**src/hw/rtl/lcm_pkg.sv**
```systemverilog
// ---------------------------------------------------------------------------
// lcm_pkg
// Shared constants and types of the Laplacian filter and max-pool core.
// ---------------------------------------------------------------------------
package lcm_pkg;

  localparam int MAX_SIZE    = 256;
  localparam int PIX_W       = 8;
  localparam int SIZE_W      = 9;
  localparam int COL_W       = $clog2(MAX_SIZE);
  localparam int SLOT_W      = COL_W - 1;
  localparam int POOL_DEPTH  = MAX_SIZE / 2;
  localparam int LINE_W      = 2 * PIX_W;
  localparam int VAL_W       = 12;
  localparam int OUT_TDATA_W = ((VAL_W + 7) / 8) * 8;
  localparam int IN_TDATA_W  = ((PIX_W + 7) / 8) * 8;

  localparam logic [SIZE_W-1:0] MIN_SIDE   = SIZE_W'(4);
  localparam logic [SIZE_W-1:0] MAX_SIDE   = SIZE_W'(MAX_SIZE);
  localparam logic [COL_W-1:0]  RESET_LAST = COL_W'(7);

  // 3x3 window: [row][col], row 0 oldest line, col 2 newest pixel
  typedef logic [2:0][2:0][PIX_W-1:0] win_t;

  // per-item control that follows a pixel down the pipeline
  typedef struct packed {
    logic              valid;      // pixel sits inside the filtered map
    logic              pair_start; // even map column
    logic              row_store;  // odd map column of an even map row
    logic              emit;       // odd map column of an odd map row
    logic              last;       // final pixel of the image
    logic [SLOT_W-1:0] slot;
  } tag_t;

  typedef struct packed {
    logic                    valid;
    logic                    last;
    logic signed [VAL_W-1:0] value;
  } res_t;

endpackage

```
**src/hw/rtl/lcm_ram.sv**
```systemverilog
// ---------------------------------------------------------------------------
// lcm_ram
// Generic simple dual-port RAM, one write and one registered read port.
// ---------------------------------------------------------------------------
module lcm_ram #(
  parameter int WIDTH = 8,
  parameter int DEPTH = 256
) (
  input  logic                     clk,
  input  logic                     wr_en,
  input  logic [$clog2(DEPTH)-1:0] wr_addr,
  input  logic [WIDTH-1:0]         wr_data,
  input  logic                     rd_en,
  input  logic [$clog2(DEPTH)-1:0] rd_addr,
  output logic [WIDTH-1:0]         rd_data
);

  logic [WIDTH-1:0] mem [DEPTH];
  logic [WIDTH-1:0] rd_data_r;

  always_ff @(posedge clk) begin
    if (wr_en) begin
      mem[wr_addr] <= wr_data;
    end
    if (rd_en) begin
      rd_data_r <= mem[rd_addr];
    end
  end

  assign rd_data = rd_data_r;

endmodule

```
**src/hw/rtl/lcm_pool.sv**
```systemverilog
// ---------------------------------------------------------------------------
// lcm_pool
// Laplacian response, horizontal pair maximum and pooled row store.
// ---------------------------------------------------------------------------
module lcm_pool (
  input  logic          clk,
  input  logic          rst_n,
  input  logic          en,
  input  lcm_pkg::tag_t s2_tag,
  input  lcm_pkg::win_t win,
  output lcm_pkg::res_t res
);

  logic [lcm_pkg::VAL_W-2:0]       ring_sum;
  logic signed [lcm_pkg::VAL_W-1:0] lap;
  lcm_pkg::tag_t                    s3_tag_r;
  logic signed [lcm_pkg::VAL_W-1:0] s3_lap_r, pair_max_r, pm;
  logic signed [lcm_pkg::VAL_W-1:0] row_rd;
  logic [lcm_pkg::VAL_W-1:0]        row_rd_raw;

  // eight neighbours summed, centre times eight
  always_comb begin
    ring_sum = '0;
    for (int r = 0; r < 3; r++) begin
      for (int c = 0; c < 3; c++) begin
        if (!(r == 1 && c == 1)) begin
          ring_sum = ring_sum + (lcm_pkg::VAL_W-1)'(win[r][c]);
        end
      end
    end
    lap = $signed({1'b0, win[1][1], 3'b000}) - $signed({1'b0, ring_sum});
  end

  always_ff @(posedge clk) begin
    if (!rst_n) begin
      s3_tag_r <= '0;
    end else if (en) begin
      s3_tag_r <= s2_tag;
    end
  end

  always_ff @(posedge clk) begin
    if (en) begin
      s3_lap_r <= lap;
    end
  end

  assign pm = (s3_tag_r.pair_start || pair_max_r < s3_lap_r) ? s3_lap_r : pair_max_r;

  always_ff @(posedge clk) begin
    if (!rst_n) begin
      pair_max_r <= '0;
    end else if (en && s3_tag_r.valid) begin
      pair_max_r <= pm;
    end
  end

  lcm_ram #(
    .WIDTH (lcm_pkg::VAL_W),
    .DEPTH (lcm_pkg::POOL_DEPTH)
  ) u_row_ram (
    .clk     (clk),
    .wr_en   (en && s3_tag_r.valid && s3_tag_r.row_store),
    .wr_addr (s3_tag_r.slot),
    .wr_data (pm),
    .rd_en   (en && s2_tag.valid && s2_tag.emit),
    .rd_addr (s2_tag.slot),
    .rd_data (row_rd_raw)
  );

  assign row_rd = $signed(row_rd_raw);

  always_comb begin
    res.valid = s3_tag_r.valid && s3_tag_r.emit;
    res.last  = s3_tag_r.last;
    res.value = (row_rd > pm) ? row_rd : pm;
  end

endmodule

```
**config.mk**
```make
export PLATFORM = sky130hd
export DESIGN_NAME = lcm_pool
export DESIGN_NICKNAME = d
export VERILOG_FILES = /design/src/hw/rtl/lcm_pkg.sv /design/src/hw/rtl/lcm_ram.sv /design/src/hw/rtl/lcm_pool.sv
export SDC_FILE = /design/constraint.sdc
export NUM_CORES = 2
export LEC_CHECK = 0
export BUFFER_PORTS_ARGS = -buffer_cell sky130_fd_sc_hd__buf_2
export CORE_MARGIN = 10
export CORE_UTILIZATION = 45
export DETAILED_ROUTE_END_ITERATION = 7
export HOLD_SLACK_MARGIN = 0.1
export SETUP_SLACK_MARGIN = 0.02
export SYNTH_ARGS = -nofsm -noshare
export SYNTH_HDL_FRONTEND = slang
export SYNTH_SLANG_ARGS = --single-unit
```
**constraint.sdc**
```tcl
create_clock -name clk -period 6.9 [get_ports clk]
set_input_delay 1.035 -clock clk [delete_from_list [all_inputs] [get_ports clk]]
set_output_delay 1.035 -clock clk [all_outputs]
set_load 0.02 [all_outputs]
```
==> results by group <==
Timing
  • RSZ-0062 raised after global routing: no
  • Period minus WS final: 6.43 ns
  • Fin Hold WS: 0.482 ns
  • Fmax: 0.155 GHz
  • Endpoints failing hold: 0
  • Fin worst setup slack: 0.468 ns
  • Post-route clock period utilization: 93.2%
  • Slew headroom: 12.1%
  • Final number of max-transition violations: 0
  • Setup TNS: 0 ns
  • Setup Skew: 0.0378 ns
  • Worst slew pin tran: 1.31 ns
  • Final Setup Violations: 0

Power
  • Peak VDD IR: 0.311 mV
  • Tot Pwr: 24.8 mW
  • Leakage power: 23.7 nW
  • Power density over the cells: 344 nW/um2

Clocking
  • CTS Root Cell: clkbuf_16
  • Post-CTS Resized: 0
  • Later-pin clock latency in the skew report: 0.81 ns
  • Post-CTS Setup Bufs: 0
  • CTS tree: yes
  • CTS buffer count: 159
  • Max Root-Sink Buffers: 3
  • Hold_buf cts: 0
  • Clk sink count: 1,584
  • Clk slew on worst S/H paths: 0.06 ns
  • # H-tree levels: 4

Final layout
  • Commonest non-fill, non-tap cell in the layout: edfxtp_1
  • Nets: 3,685
  • Layout Cells excl Fill: 5,519
  • Layout cell share with drive strength beyond 1: 24.9%
  • Fill count: 11,300
  • Most frequent cells in the layout: 1,560 x edfxtp_1, 271 x mux4_2, 168 x buf_4, 164 x nor2_1, 159 x clkbuf_16
  • Area delta synth->final: 13.2%
  • N_diodes: 0

Min path
  • HP Class: reg2reg
  • Hold_sp: pair_max_r[10]$_SDFFE_PN0P_
  • Hold endpoint: pair_max_r[10]$_SDFFE_PN0P_
  • Hold Path Depth: 2

Routing
  • Drt total wl: 151,000 um
  • Detail Route Antenna Nets: 0
  • TritonRoute pass-1 iters: 6
  • Vias/cell: 5.77
  • Via count: 31,800
  • Iter 0 DRT Violations: 3,487
  • DRC: 0
  • Average wire per standard cell: 27.3 um

Setup path
  • R2r worst-path depth: 9
  • Startpoint Class: flop
  • Crit-path max FO: 12
  • Crit end category: primary output
  • WP data arrival: 5.40 ns
  • CP Class: reg2out
  • R2R Path End: u_row_ram.mem[65][8]$_DFFE_PP_
  • FF-to-FF setup slack: 2.79 ns
  • R2r startpoint: s3_lap_r[11]$_DFFE_PP_
  • Required @ worst endpoint: 5.86 ns

Die
  • Initial Util: 45.2%
  • Floorplan core area: 141,000 um2
  • Die Y: 397 um
  • Row count: 138
  • Die area: 157,000 um2
  • Top-level I/O count: 101
  • Die X-Extent: 397 um

Placed design
  • Inst Count DP: 5,232
  • GPL Wtd Cong: 0.868
  • Pre-CTS WS: 1.34 ns
  • Port buffer count: 100
  • Hpwl dp: 91,200 um

Global routing
  • GR peak layer: met2
  • Number of global-route vias before repair: 32,100
  • Largest net degree at the start of global routing: 112
  • Met1 Use GR: 27.6%
  • Met2 Track Usage GR: 29.3%
  • First-pass GRT wire length: 223,000 um
  • GRT Residual Overflow: 0
  • Initial antenna violation count: 3
  • Total GRT Usage: 19.1%
  • M3 GR Usage: 3.58%

Logic synthesis
  • Prevailing post-synth register cell: edfxtp_1
  • Synth Net Count: 3,434
  • Ys async rst share: 0%
  • Number of library cell types mapped by synthesis: 59
  • Mapped Area: 63,800 um2
  • FF+latch count, synth: 1,584
  • EDFF count, synth: 1,560
  • Post-synthesis sequential area ratio: 74.1%
  • Synth warn: 0
  • Synth Area per Inst: 19.6 um2
  • Post-Syn Instances: 3,252

Status
  • Status: complete, no violations

Job
  • Max-Cap Viols: 0
-- power breakdown --
group          switching [mW]  total (mW)  leakage, nW  internal (mW)
Clock                    3.60        8.25         2.40           4.64
Combinational            3.18        4.24         6.97           1.06
Sequential             0.0484        12.3         14.3           12.3
-- worst max path at each step --
| stage | to | cells after the start | start | slack [ns] |
|---|---|---|---|---|
| final | res[2] | 17 | s3_lap_r[11]$_DFFE_PP_ | 0.47 |
| after global routing | res[2] | 16 | s3_lap_r[11]$_DFFE_PP_ | 0.12 |
| after CTS | res[2] | 17 | s3_lap_r[11]$_DFFE_PP_ | 0.45 |
| after detailed placement | res[2] | 17 | s3_lap_r[11]$_DFFE_PP_ | 1.34 |
| after global placement | res[2] | 17 | s3_lap_r[9]$_DFFE_PP_ | 1.40 |
| after floorplan | res[10] | 17 | s3_lap_r[9]$_DFFE_PP_ | 0.63 |
-- through the flow --
step	instance area (um2)	util (%)
2_1_floorplan	63800	-
3_3_place_gp	67400	47.7
3_5_place_dp	67400	47.7
4_1_cts	72300	51.2
5_1_grt	72300	51.2
6_report	72300	51.2
-- state kept, by name, indices dropped and copies added (netlist names) --
| register | count |
|---|---|
| u_row_ram.mem | 1536 |
| u_row_ram.rd_data | 12 |
| pair_max_r | 12 |
| res | 1 |
| s3_tag_r | 11 |
| s3_lap_r | 12 |
-- synth_stat cells (34+ instances only) --
cell	count	area share [%]
o221ai_1	34	0.47
ha_1	42	0.82
a22oi_1	120	1.4
o22ai_1	36	0.35
nor2_1	166	0.98
mux4_2	271	9.6
a21oi_1	39	0.31
buf_2	52	0.41
mux2i_1	121	1.9
o21ai_0	70	0.55
mux2_2	97	1.7
nand2_1	51	0.30
edfxtp_1	1560	73
inv_1	121	0.71
clkbuf_1	102	0.60
fa_1	53	1.7
-- metal layers --
| layer | wire length, um | part of all wire [%] | vias to the layer above |
|---|---|---|---|
| met5 | 24 | 0.016 | - |
| met4 | 3950 | 2.6 | 4 |
| met3 | 9610 | 6.4 | 230 |
| met2 | 70900 | 47 | 1081 |
| met1 | 66400 | 44 | 16700 |
| li1 | - | - | 13800 |
-- cells by family (layout without fill, tap and decap cells) --
group           count (synthesis)  after routing  synth area share (%)
flops                        1584           1584                  74.1
mux                           506            506                  13.9
compound gates                419            419                  4.77
simple gates                  333            333                  2.46
buf+inv                       305            682                  2.14
fa+ha+maj                      95             95                  2.49
xor+xnor                       10             10                 0.137
-- layout make-up --
class	count	area, um2	share of cell area, %
flip-flops and latches	1584	47300	65.5
clock inverters	87	759	1.05
well taps	1890	2360	3.27
clock buffers	200	4140	5.73
inverters	121	454	0.629
repair buffers	274	1900	2.63
multi-input cells	1363	15300	21.2
-- worst max-delay path, cell delays in order, from the launching register on --
cell and delay (ns):
edfxtp_1 0.38, inv_1 0.06, ha_1 0.31, and4_1 0.21, a21oi_1 0.15, o21ai_0 0.18
or4_1 0.78, nand3_1 0.28, and2_1 0.16, ha_1 0.23, nor2b_1 0.13, o211ai_1 0.15
a21oi_1 0.08, o21ai_0 0.47, buf_4 0.26, a21o_1 0.35, a31oi_1 0.21, buf_2 0.23
(Power assumes the default switching activity.)
