### config.mk
export PLATFORM = sky130hd
export DESIGN_NAME = lcm_out_buf
export DESIGN_NICKNAME = d
export VERILOG_FILES = /design/src/hw/rtl/lcm_pkg.sv /design/src/hw/rtl/lcm_out_buf.sv
export SDC_FILE = /design/constraint.sdc
export NUM_CORES = 1
export LEC_CHECK = 0
export ABC_AREA = 0
export BUFFER_PORTS_ARGS = -buffer_cell sky130_fd_sc_hd__buf_2
export CORE_ASPECT_RATIO = 1.2
export CORE_MARGIN = 1
export CORE_UTILIZATION = 30
export DETAILED_ROUTE_END_ITERATION = 10
export SYNTH_ARGS = -nofsm -noshare
export SYNTH_HDL_FRONTEND = slang
export SYNTH_SLANG_ARGS = --single-unit
### constraint.sdc
create_clock -name clk -period 2.5 [get_ports clk]
set_clock_uncertainty 0.1 [all_clocks]
set_input_delay 0.25 -clock clk [delete_from_list [all_inputs] [get_ports clk]]
set_output_delay 0.25 -clock clk [all_outputs]
set_load 0.02 [all_outputs]
### src/hw/rtl/lcm_pkg.sv
// ---------------------------------------------------------------------------
// lcm_pkg
// Shared constants and types of the Laplacian filter and max-pool core.
// ---------------------------------------------------------------------------
package lcm_pkg;

  localparam int MAX_SIZE    = 256;
  localparam int PIX_W       = 8;
  localparam int SIZE_W      = 9;
  localparam int COL_W       = $clog2(MAX_SIZE);
  localparam int SLOT_W      = COL_W - 1;
  localparam int POOL_DEPTH  = MAX_SIZE / 2;
  localparam int LINE_W      = 2 * PIX_W;
  localparam int VAL_W       = 12;
  localparam int OUT_TDATA_W = ((VAL_W + 7) / 8) * 8;
  localparam int IN_TDATA_W  = ((PIX_W + 7) / 8) * 8;

  localparam logic [SIZE_W-1:0] MIN_SIDE   = SIZE_W'(4);
  localparam logic [SIZE_W-1:0] MAX_SIDE   = SIZE_W'(MAX_SIZE);
  localparam logic [COL_W-1:0]  RESET_LAST = COL_W'(7);

  // 3x3 window: [row][col], row 0 oldest line, col 2 newest pixel
  typedef logic [2:0][2:0][PIX_W-1:0] win_t;

  // per-item control that follows a pixel down the pipeline
  typedef struct packed {
    logic              valid;      // pixel sits inside the filtered map
    logic              pair_start; // even map column
    logic              row_store;  // odd map column of an even map row
    logic              emit;       // odd map column of an odd map row
    logic              last;       // final pixel of the image
    logic [SLOT_W-1:0] slot;
  } tag_t;

  typedef struct packed {
    logic                    valid;
    logic                    last;
    logic signed [VAL_W-1:0] value;
  } res_t;

endpackage

### src/hw/rtl/lcm_out_buf.sv
// ---------------------------------------------------------------------------
// lcm_out_buf
// Output register with a skid stage; its fill state stalls the pipeline.
// ---------------------------------------------------------------------------
module lcm_out_buf (
  input  logic                             clk,
  input  logic                             rst_n,
  input  lcm_pkg::res_t                    res,
  output logic                             en,
  output logic                             out_tvalid,
  input  logic                             out_tready,
  output logic [lcm_pkg::OUT_TDATA_W-1:0]  out_tdata,
  output logic                             out_tlast
);

  logic                             out_vld_r, skid_vld_r, take;
  logic signed [lcm_pkg::VAL_W-1:0] out_val_r, skid_val_r;
  logic                             out_last_r, skid_last_r;
  logic                             push;

  assign en   = !skid_vld_r;
  assign take = out_vld_r && out_tready;
  assign push = en && res.valid;

  always_ff @(posedge clk) begin
    if (!rst_n) begin
      out_vld_r  <= 1'b0;
      skid_vld_r <= 1'b0;
    end else if (push) begin
      if (!out_vld_r || take) begin
        out_vld_r <= 1'b1;
      end else begin
        skid_vld_r <= 1'b1;
      end
    end else if (take) begin
      out_vld_r  <= skid_vld_r;
      skid_vld_r <= 1'b0;
    end
  end

  always_ff @(posedge clk) begin
    if (push) begin
      if (!out_vld_r || take) begin
        out_val_r  <= res.value;
        out_last_r <= res.last;
      end else begin
        skid_val_r  <= res.value;
        skid_last_r <= res.last;
      end
    end else if (take && skid_vld_r) begin
      out_val_r  <= skid_val_r;
      out_last_r <= skid_last_r;
    end
  end

  assign out_tvalid = out_vld_r;
  assign out_tdata  = lcm_pkg::OUT_TDATA_W'($unsigned(out_val_r));
  assign out_tlast  = out_last_r;

endmodule

==> results of run 1 <==
per-layer routing:
| layer | vias up | global-route usage (%) |
|---|---|---|
| met3 | 0 | 1.31 |
| met1 | 274 | 11.1 |
| met5 | - | 0 |
| li1 | 278 | - |
| met4 | 0 | 4.76 |
| met2 | 17 | 15.5 |
synth_stat cells:
cell                       number
sky130_fd_sc_hd__conb_1         1
sky130_fd_sc_hd__mux2_2         5
sky130_fd_sc_hd__buf_4          4
sky130_fd_sc_hd__nor3_1         1
sky130_fd_sc_hd__edfxtp_1      26
sky130_fd_sc_hd__buf_12         1
sky130_fd_sc_hd__mux2_4         8
sky130_fd_sc_hd__nand2_1        1
sky130_fd_sc_hd__o22a_2         1
sky130_fd_sc_hd__inv_1          2
sky130_fd_sc_hd__and2_1         1
sky130_fd_sc_hd__nor2_1         1
sky130_fd_sc_hd__buf_6          1
sky130_fd_sc_hd__and2b_2        1
sky130_fd_sc_hd__a21oi_1        1
sky130_fd_sc_hd__nor3b_1        1
sky130_fd_sc_hd__dfxtp_1        2
sky130_fd_sc_hd__o22ai_1        1
sky130_fd_sc_hd__nand2b_4       1
worst register-to-register path, delay by kind of cell, from the launching register on:
kind                   cells  cell delay, ns
AND/OR/NAND/NOR            2            0.71
flip-flops                 1            0.36
buffers and inverters      1            0.27
layout make-up:
cell class	instances	area, µm²	share of cell area, %
repair buffers	32	163	11.9
clock inverters	1	3.75	0.274
well taps	52	65.1	4.76
clock buffers	3	41.3	3.02
inverters	2	7.51	0.549
multi-input cells	27	267	19.5
flip-flops and latches	28	821	60.0
logic make-up after synthesis:
group,Yosys count,synth area share [%]
flops,28,72.0
mux,13,15.5
buf+inv,8,6.04
simple gates,7,4.28
compound gates,3,1.87
other cells,1,0.329
report_power, final:
part | leakage [µW] | internal (µW) | switching, µW
sequential | 0.000259 | 547 | 8.53
combinational | 0.000257 | 54.2 | 77.8
clock | 0.0000231 | 110 | 128
total | 0.000539 | 711 | 214
per-stage QoR:
step | total power [µW] | setup WS, ns
after floorplan | 665 | 0.238
after global placement | 697 | 0.842
after detailed placement | 701 | 0.779
after CTS | 935 | 0.775
after global routing | 963 | 0.710
final | 926 | 0.789
flip-flops by register name, indices dropped and copies added (netlist names):
register and flops:
out_tlast 1, out_tvalid 1, skid_last_r 1, out_val_r 12, skid_val_r 12, skid_vld_r 1
worst max path at each step:
stage	endpoint	startpoint	slack, ns	depth (start not counted)
3_5_place_dp	skid_val_r[5]	skid_vld_r	0.78	3
2_1_floorplan	skid_last_r	skid_vld_r	0.24	4
3_3_place_gp	skid_val_r[4]	skid_vld_r	0.84	3
6_report	skid_val_r[5]	skid_vld_r	0.79	3
5_1_grt	skid_val_r[5]	skid_vld_r	0.71	3
4_1_cts	skid_val_r[5]	skid_vld_r	0.77	3
==> Flow_metrics.wiki, run 1 <==
{| class="wikitable"
! Metric !! Value
|-
| Result of the run || complete, no violations
|-
| Worst flop-to-flop path endpoint || skid_val_r[5]
|-
| Deepest clock path buffer count || 2
|-
| Growth of design area from synthesis to finish || 20.0%
|-
| Global-route wire length before repair || 2810 µm
|-
| Clock buffers created by TritonCTS || 3
|-
| Leakage || 0.000539 µW
|-
| Final weighted congestion in routability-driven placement || 0.665
|-
| Synth warn || 0
|-
| Number of global-route vias before repair || 604
|-
| FP Rows || 24
|-
| Area contributors post-synth || sky130_fd_sc_hd__edfxtp_1, sky130_fd_sc_hd__mux2_4, sky130_fd_sc_hd__mux2_2
|-
| Type of the setup path with the least slack || flop to flop
|-
| Critical path capture point type || flop
|-
| Crit path largest cell delay || 0.44 ns
|-
| Worst endpoint required time || 2.39 ns
|-
| Largest net degree at the start of global routing || 16
|-
| Worst skew pair latency || 0.27 ns
|-
| Number of nets at the end of the flow || 111
|-
| Leading cell type in the layout, fill and taps excluded || sky130_fd_sc_hd__buf_2
|-
| Instance count along the most critical hold path || 1
|-
| Number of unique standard cell types used by synthesis || 19
|-
| Origin of the worst min-delay path || res[2]
|-
| Horizontal die dimension || 58.3 µm
|-
| Gates resized, CTS repair || 0
|-
| Final cell area excluding filler cells || 1370 µm²
|-
| Share of post-route cells with drive strength above 1 || 55.9%
|-
| Initial antenna violation count || 0
|-
| Worst-path cell chain || nand2b_4 > nor3b_2 > buf_4
|-
| Post-route setup TNS || 0 ns
|-
| Max-capacitance violation count || 0
|-
| Count of TritonRoute iterations in the first routing pass || 4
|-
| Number of sinks driven by the clock tree || 28
|-
| Buffers and inverters on the worst path || 1
|-
| Overall fraction of global-route tracks in use || 9.16%
|-
| Slew Limit Fails || 0
|-
| Count of placed standard cells in the final layout, fillers left out || 145
|-
| Share of the core filled with cells || 37.6%
|-
| Mapped cell area || 1140 µm²
|-
| Initial Utilization || 31.4%
|-
| Drt wl/cell || 12.2 µm
|-
| Endpoint, Worst Hold || skid_val_r[2]
|-
| Number of vias in the routed layout || 569
|-
| Top sig layer || met3
|-
| Largest vdd supply drop || 0.298 mV
|-
| Height of the chip || 69.5 µm
|-
| Mean instance size in the synthesized netlist || 19.0 µm²
|-
| Register bit count reported by yosys || 28
|-
| Crit share post-route || 68.4%
|-
| Total length of routed met3 wires || 60 µm
|-
| Largest fanout on the critical path || 15
|-
| H-tree lvl count || 1
|-
| Power density over the cells || 677 nW/µm²
|-
| Hold Fails Final Rpt || 0
|-
| Critical R2R Launch || skid_vld_r
|-
| Total Die Area || 4050 µm²
|-
| Post-cts hold buffer count || 0
|-
| DRC violation total after the first TritonRoute iteration || 19
|-
| Arrival time of data at the critical path endpoint || 1.60 ns
|-
| Worst Reg-to-Reg Cells || 3
|-
| CTS tree || built
|-
| Number of instances in the synthesized netlist || 60
|-
| Unrepaired setup endpoints after global routing || false
|-
| Most frequent cells in the layout || sky130_fd_sc_hd__buf_2, sky130_fd_sc_hd__edfxtp_1, sky130_fd_sc_hd__mux2_4
|-
| Buffers on Ports || 31
|-
| Proportion of netlist area held by the largest area contributor || 68.5%
|-
| Metal2 WL || 967 µm
|-
| Reg clk slew, reported paths || 0.09 ns
|-
| Post-CTS Setup Repair Bufs || 0
|-
| Period minus WS final || 1.71 ns
|-
| Placement-stage cell area || 1320 µm²
|-
| Path type of the worst min-delay path || primary input to flop
|-
| Slowest-stage cell, CP || sky130_fd_sc_hd__nor3b_2
|-
| Via count normalized by instance count || 3.92
|-
| Family with the most delay on the worst path || simple AND/OR/NAND/NOR gates
|-
| Number of top-level pins || 36
|-
| # fillers || 348
|-
| Setup slack of the worst register-to-register path || 0.79 ns
|-
| Remaining number of nets flagged by the antenna check after routing || 0
|-
| Clock Root Buffer || sky130_fd_sc_hd__clkbuf_8
|-
| DP Cell Count || 141
|-
| Total routed wirelength || 1770 µm
|-
| Final setup vio count || 0
|-
| Placeable core area || 3630 µm²
|-
| Highest clock rate || 0.585 GHz
|-
| Worst hold slack || 0.0688 ns
|-
| Post-synthesis sequential area ratio || 72.0%
|-
| Final antenna diode count || 0
|-
| Synth area leader || sky130_fd_sc_hd__edfxtp_1
|-
| DP Wirelength || 1330 µm
|-
| DRC violations left || 0
|-
| Total routed wire length on the met1 layer || 740 µm
|-
| Nature of the critical path startpoint || flop
|-
| Gr ovfl total || 0
|}
Note: power is estimated with default switching activity, not from simulation.
==> run 2: changes to the inputs <==
clock period = 1.7 ns   (was 2.5 ns; I/O delays follow)
==> run 2 against run 1 <==
Against the previous run:
- register-to-register slack got worse by 0.62 ns
- power is 54% higher
- first-iteration DRC count down 26%
- via count grew 9.7%
- global-route usage rose by 0.32 points
- critical path type unchanged
- maximum frequency rose by 12%
- die area stayed put
- wire length increased by 3.1%
==> Flow_metrics.wiki, run 2 (synthesis gave the netlist of run 1 again) <==
{| class="wikitable"
! Metric !! Value
|-
| Highest clock rate || 0.653 GHz
|-
| Final setup vio count || 0
|-
| Remaining number of nets flagged by the antenna check after routing || 0
|-
| Number of vias in the routed layout || 624
|-
| Endpoint, Worst Hold || skid_val_r[3]
|-
| Number of sinks driven by the clock tree || 28
|-
| Number of top-level pins || 36
|-
| Family with the most delay on the worst path || simple AND/OR/NAND/NOR gates
|-
| PnR worst setup slack || 0.169 ns
|-
| Total number of cells along the worst setup path || 3
|-
| FP Rows || 24
|-
| Final weighted congestion in routability-driven placement || 0.628
|-
| Placeable core area || 3630 µm²
|-
| Largest net degree at the start of global routing || 16
|-
| Number of nets at the end of the flow || 123
|-
| Buffers on Ports || 31
|-
| Unrepaired setup endpoints after global routing || false
|-
| Worst-path cell chain || nand2b_4 > nor3b_4 > buf_4
|-
| Clock buffers created by TritonCTS || 3
|-
| Origin of the worst min-delay path || res[3]
|-
| Instance count along the most critical hold path || 1
|-
| Largest vdd supply drop || 0.304 mV
|-
| Slowest-stage cell, CP || sky130_fd_sc_hd__dfxtp_1
|-
| Biggest regs || out_val_r x12, skid_val_r x12
|-
| Crit share post-route || 90.1%
|-
| Max-capacitance violation count || 0
|-
| Total routed wirelength || 1820 µm
|-
| H-tree lvl count || 1
|-
| Path type of the worst min-delay path || primary input to flop
|-
| DRC violation total after the first TritonRoute iteration || 14
|-
| Count of TritonRoute iterations in the first routing pass || 3
|-
| Type of the setup path with the least slack || flop to flop
|-
| Power density over the cells || 947 nW/µm²
|-
| Initial antenna violation count || 0
|-
| Setup slack of the worst register-to-register path || 0.17 ns
|-
| Arrival time of data at the critical path endpoint || 1.41 ns
|-
| Post-CTS Setup Repair Bufs || 0
|-
| Overall power consumption || 1420 µW
|-
| Critical path capture point type || flop
|-
| Hold Fails Final Rpt || 0
|-
| DP Wirelength || 1280 µm
|-
| Most frequent cells in the layout || sky130_fd_sc_hd__buf_2, sky130_fd_sc_hd__edfxtp_1, sky130_fd_sc_hd__dlygate4sd3_1
|-
| Height of the chip || 69.5 µm
|-
| Total Die Area || 4050 µm²
|-
| Slew Limit Fails || 0
|-
| Period minus WS final || 1.53 ns
|-
| Initial Utilization || 31.4%
|-
| Worst endpoint required time || 1.58 ns
|-
| Share of post-route cells with drive strength above 1 || 50.5%
|-
| Deepest clock path buffer count || 2
|-
| Number of global-route vias before repair || 632
|-
| Worst flop-to-flop path endpoint || skid_val_r[0]
|-
| Largest fanout on the critical path || 15
|-
| Worst skew pair latency || 0.27 ns
|-
| Post-route setup TNS || 0 ns
|-
| Buffers and inverters on the worst path || 1
|-
| Crit path largest cell delay || 0.36 ns
|-
| Share of the core filled with cells || 41.4%
|-
| Worst setup timing slack at the placement stage || 0.169 ns
|-
| DRC violations left || 0
|-
| Overall fraction of global-route tracks in use || 9.48%
|-
| Global-route wire length before repair || 2840 µm
|-
| Reg clk slew, reported paths || 0.08 ns
|-
| Via count normalized by instance count || 3.97
|-
| Result of the run || complete, no violations
|-
| Critical R2R Launch || skid_vld_r
|-
| Clock Root Buffer || sky130_fd_sc_hd__clkbuf_8
|-
| Leading cell type in the layout, fill and taps excluded || sky130_fd_sc_hd__buf_2
|-
| Growth of design area from synthesis to finish || 31.9%
|-
| CTS tree || built
|-
| Horizontal die dimension || 58.3 µm
|-
| Leakage || 0.000599 µW
|-
| Gr ovfl total || 0
|-
| Final antenna diode count || 0
|-
| Worst Reg-to-Reg Cells || 3
|-
| Nature of the critical path startpoint || flop
|-
| Drt wl/cell || 11.6 µm
|}
[run 2: cell count changes in the layout (fill, tap and decap cells not counted)]
cell,change
sky130_fd_sc_hd__nor3b_4,+1
sky130_fd_sc_hd__dlygate4sd3_1,+12
sky130_fd_sc_hd__clkinv_1,-1
sky130_fd_sc_hd__clkbuf_8,+1
sky130_fd_sc_hd__nor3b_2,-1
[run 2: what timing repair did]
item	4_1_cts	5_1_grt
hold endpoints to repair	10	2
resized for setup	0	0
hold buffers	10	2
[run 2: where the power goes]
group	internal [µW]	total, µW	switching, µW
registers	805	818	13.3
logic	99.0	216	117
clock network	207	390	183
[run 2: cell type report]
cell class	instances	area [µm²]
clock buffers	4	55.1
fillers	325	2130
inverters	2	7.51
multi-input cells	27	273
flip-flops and latches	28	821
well taps	52	65.1
repair buffers	44	283
[run 2: worst max path at each step]
stage / to / from / slack [ns]
final: skid_val_r[0] / skid_vld_r / 0.17
after global routing: skid_val_r[0] / skid_vld_r / 0.08
after CTS: skid_val_r[1] / skid_vld_r / 0.17
after detailed placement: skid_val_r[0] / skid_vld_r / 0.17
after global placement: skid_val_r[4] / skid_vld_r / 0.21
after floorplan: skid_last_r / skid_vld_r / 0.06
[run 2: layer usage]
layer | vias to the layer above | share of wire [%] | global-route usage, %
li1 | 303 | - | -
met1 | 293 | 42 | 10.4
met2 | 22 | 53 | 16.5
met3 | 6 | 2.4 | 0.560
met4 | 0 | 3.3 | 7.41
met5 | - | 0 | 0
[run 2: per-stage QoR]
| step | instance area (µm²) | std cells | hold slack (ns) |
|---|---|---|---|
| after floorplan | 1160 | 63 | 0.169 |
| after global placement | 1330 | 141 | 0.266 |
| after detailed placement | 1330 | 141 | 0.264 |
| after CTS | 1480 | 155 | 0.000895 |
| after global routing | 1500 | 157 | 0.00530 |
| final | 1500 | 157 | 0.0223 |
[run 2: worst register-to-register path: stages, from the launching register on]
cell,delay [ns]
sky130_fd_sc_hd__dfxtp_1,0.36
sky130_fd_sc_hd__nand2b_4,0.28
sky130_fd_sc_hd__nor3b_4,0.27
sky130_fd_sc_hd__buf_4,0.24
==> run 3: changes to the inputs <==
--- a/config.mk
+++ b/config.mk
@@ -8,3 +8,3 @@
 export ABC_AREA = 0
-export BUFFER_PORTS_ARGS = -buffer_cell sky130_fd_sc_hd__buf_2
+export BUFFER_PORTS_ARGS = -buffer_cell sky130_fd_sc_hd__clkbuf_2
 export CORE_ASPECT_RATIO = 1.2
==> constraint.sdc (replaced) <==
create_clock -name clk -period 1.7 [get_ports clk]
set_clock_uncertainty 0.1 [all_clocks]
set_input_delay 0.255 -clock clk [delete_from_list [all_inputs] [get_ports clk]]
set_output_delay 0.255 -clock clk [all_outputs]
set_load 0.02 [all_outputs]
==> run 3 against run 2 <==
Against the previous run:
- clock power decreased by 10%
- critical path depth unchanged
- sequential cell count unchanged
- utilization is 3.6 points lower
- via count decreased by 5.8%
- first-iteration DRC count fell by 36%
- sequential power about the same
- maximum frequency decreased by 1.6%
- non-clock buffer count shrank 12
- combinational power shrank 9.3%
- critical path type unchanged
- highest routed layer unchanged
==> Flow_metrics.wiki, run 3 (synthesis gave the netlist of run 1 again) <==
{| class="wikitable"
! Metric !! Value
|-
| Largest fanout on the critical path || 15
|-
| Type of the setup path with the least slack || flop to flop
|-
| Final weighted congestion in routability-driven placement || 0.657
|-
| Initial Utilization || 31.4%
|-
| Total Die Area || 4050 µm²
|-
| FP Rows || 24
|-
| Horizontal die dimension || 58.3 µm
|-
| Worst endpoint required time || 1.57 ns
|-
| Count of TritonRoute iterations in the first routing pass || 3
|-
| Share of post-route cells with drive strength above 1 || 55.9%
|-
| DP Cell Count || 141
|-
| Overall fraction of global-route tracks in use || 9.19%
|-
| DRC violation total after the first TritonRoute iteration || 9
|-
| Drt wl/cell || 12.0 µm
|-
| Post-CTS Setup Repair Bufs || 0
|-
| Number of vias in the routed layout || 588
|-
| Reg clk slew, reported paths || 0.09 ns
|-
| Path type of the worst min-delay path || primary input to flop
|-
| Deepest clock path buffer count || 2
|-
| Max-capacitance violation count || 0
|-
| Height of the chip || 69.5 µm
|-
| Final setup vio count || 0
|-
| Unrepaired setup endpoints after global routing || false
|-
| Largest vdd supply drop || 0.291 mV
|-
| Global-route wire length before repair || 2750 µm
|-
| Slew Limit Fails || 0
|-
| Biggest regs || out_val_r x12, skid_val_r x12
|-
| Clock Root Buffer || sky130_fd_sc_hd__clkbuf_8
|-
| Clock buffers created by TritonCTS || 3
|-
| Hold Fails Final Rpt || 0
|-
| Gr ovfl total || 0
|-
| Leading cell type in the layout, fill and taps excluded || sky130_fd_sc_hd__clkbuf_2
|-
| Most frequent cells in the layout || sky130_fd_sc_hd__clkbuf_2, sky130_fd_sc_hd__edfxtp_1, sky130_fd_sc_hd__mux2_4
|-
| Crit share post-route || 91.5%
|-
| Family with the most delay on the worst path || simple AND/OR/NAND/NOR gates
|-
| Largest net degree at the start of global routing || 16
|-
| Final antenna diode count || 0
|-
| Initial antenna violation count || 0
|-
| Number of sinks driven by the clock tree || 28
|-
| Worst skew pair latency || 0.26 ns
|-
| Arrival time of data at the critical path endpoint || 1.43 ns
|-
| Nature of the critical path startpoint || flop
|-
| Slowest-stage cell, CP || sky130_fd_sc_hd__dfxtp_1
|-
| Result of the run || complete, no violations
|-
| Critical path capture point type || flop
|-
| H-tree lvl count || 1
|-
| Total number of cells along the worst setup path || 3
|-
| Growth of design area from synthesis to finish || 20.5%
|-
| Count of placed standard cells in the final layout, fillers left out || 145
|-
| Instance count along the most critical hold path || 1
|-
| Power density over the cells || 993 nW/µm²
|-
| Number of global-route vias before repair || 628
|-
| Number of top-level pins || 36
|-
| Buffers on Ports || 31
|-
| DRC violations left || 0
|-
| Total routed wirelength || 1730 µm
|-
| Crit path largest cell delay || 0.36 ns
|-
| Remaining number of nets flagged by the antenna check after routing || 0
|-
| Leakage || 0.000550 µW
|-
| Worst-path cell chain || nand2b_4 > nor3b_4 > buf_4
|-
| Period minus WS final || 1.56 ns
|-
| Placeable core area || 3630 µm²
|-
| Via count normalized by instance count || 4.06
|-
| Number of nets at the end of the flow || 111
|-
| Highest clock rate || 0.643 GHz
|-
| Post-route setup TNS || 0 ns
|-
| Worst Reg-to-Reg Cells || 3
|-
| CTS tree || built
|-
| Post-cts hold buffer count || 0
|-
| Gates resized, CTS repair || 0
|-
| Buffers and inverters on the worst path || 1
|}
run 3: cell count changes in the layout (fill, tap and decap cells not counted), sizes merged:
cell | before | now
buf | 32 | 1
clkbuf | 4 | 35
dlygate4sd3 | 12 | 0
run 3: cell type report:
cell class,instances,area [µm²]
fill,345,2260
sequential,28,821
timing repair buffer,32,163
multi-input combinational,27,273
clock buffer,4,45.0
inverter,2,7.51
tap,52,65.1
run 3: worst reg2reg max path: stages, from the launching register on:
cell,delay (ns)
sky130_fd_sc_hd__dfxtp_1,0.36
sky130_fd_sc_hd__nand2b_4,0.29
sky130_fd_sc_hd__nor3b_4,0.27
sky130_fd_sc_hd__buf_4,0.24
run 3: power by group:
part	internal, µW	switching, µW	leakage, µW	total [µW]
logic	80.3	115	0.000268	196
clock network	167	183	0.0000228	350
registers	805	14.1	0.000259	819
total	1050	312	0.000550	1360
run 3: path summary, 6_finish.rpt:
check | start | to | slack (ns)
min | res[6] | skid_val_r[6] | 0.08
max | skid_vld_r | skid_val_r[1] | 0.14
max reg2reg | skid_vld_r | skid_val_r[1] | 0.14
min reg2reg | out_tvalid | out_tvalid | 0.44
run 3: metal layers:
layer	share of wire (%)	wire length (µm)	GRT usage (%)
met4	2.1	36	7.14
met5	0	0	0
met2	55	948	16.5
met1	40	688	9.11
met3	3.5	60	1.31
run 3: stage by stage:
stage	area [µm²]	total power [µW]	utilization, %	setup WS, ns	hold WS, ns
floorplan	1160	981	-	0.0601	0.254
global placement	1330	1030	36.6	0.215	0.352
detailed placement	1330	1030	36.6	0.147	0.353
CTS	1370	1380	37.8	0.136	0.0752
global route	1370	1420	37.8	0.0688	0.0681
finish	1370	1360	37.8	0.144	0.0792
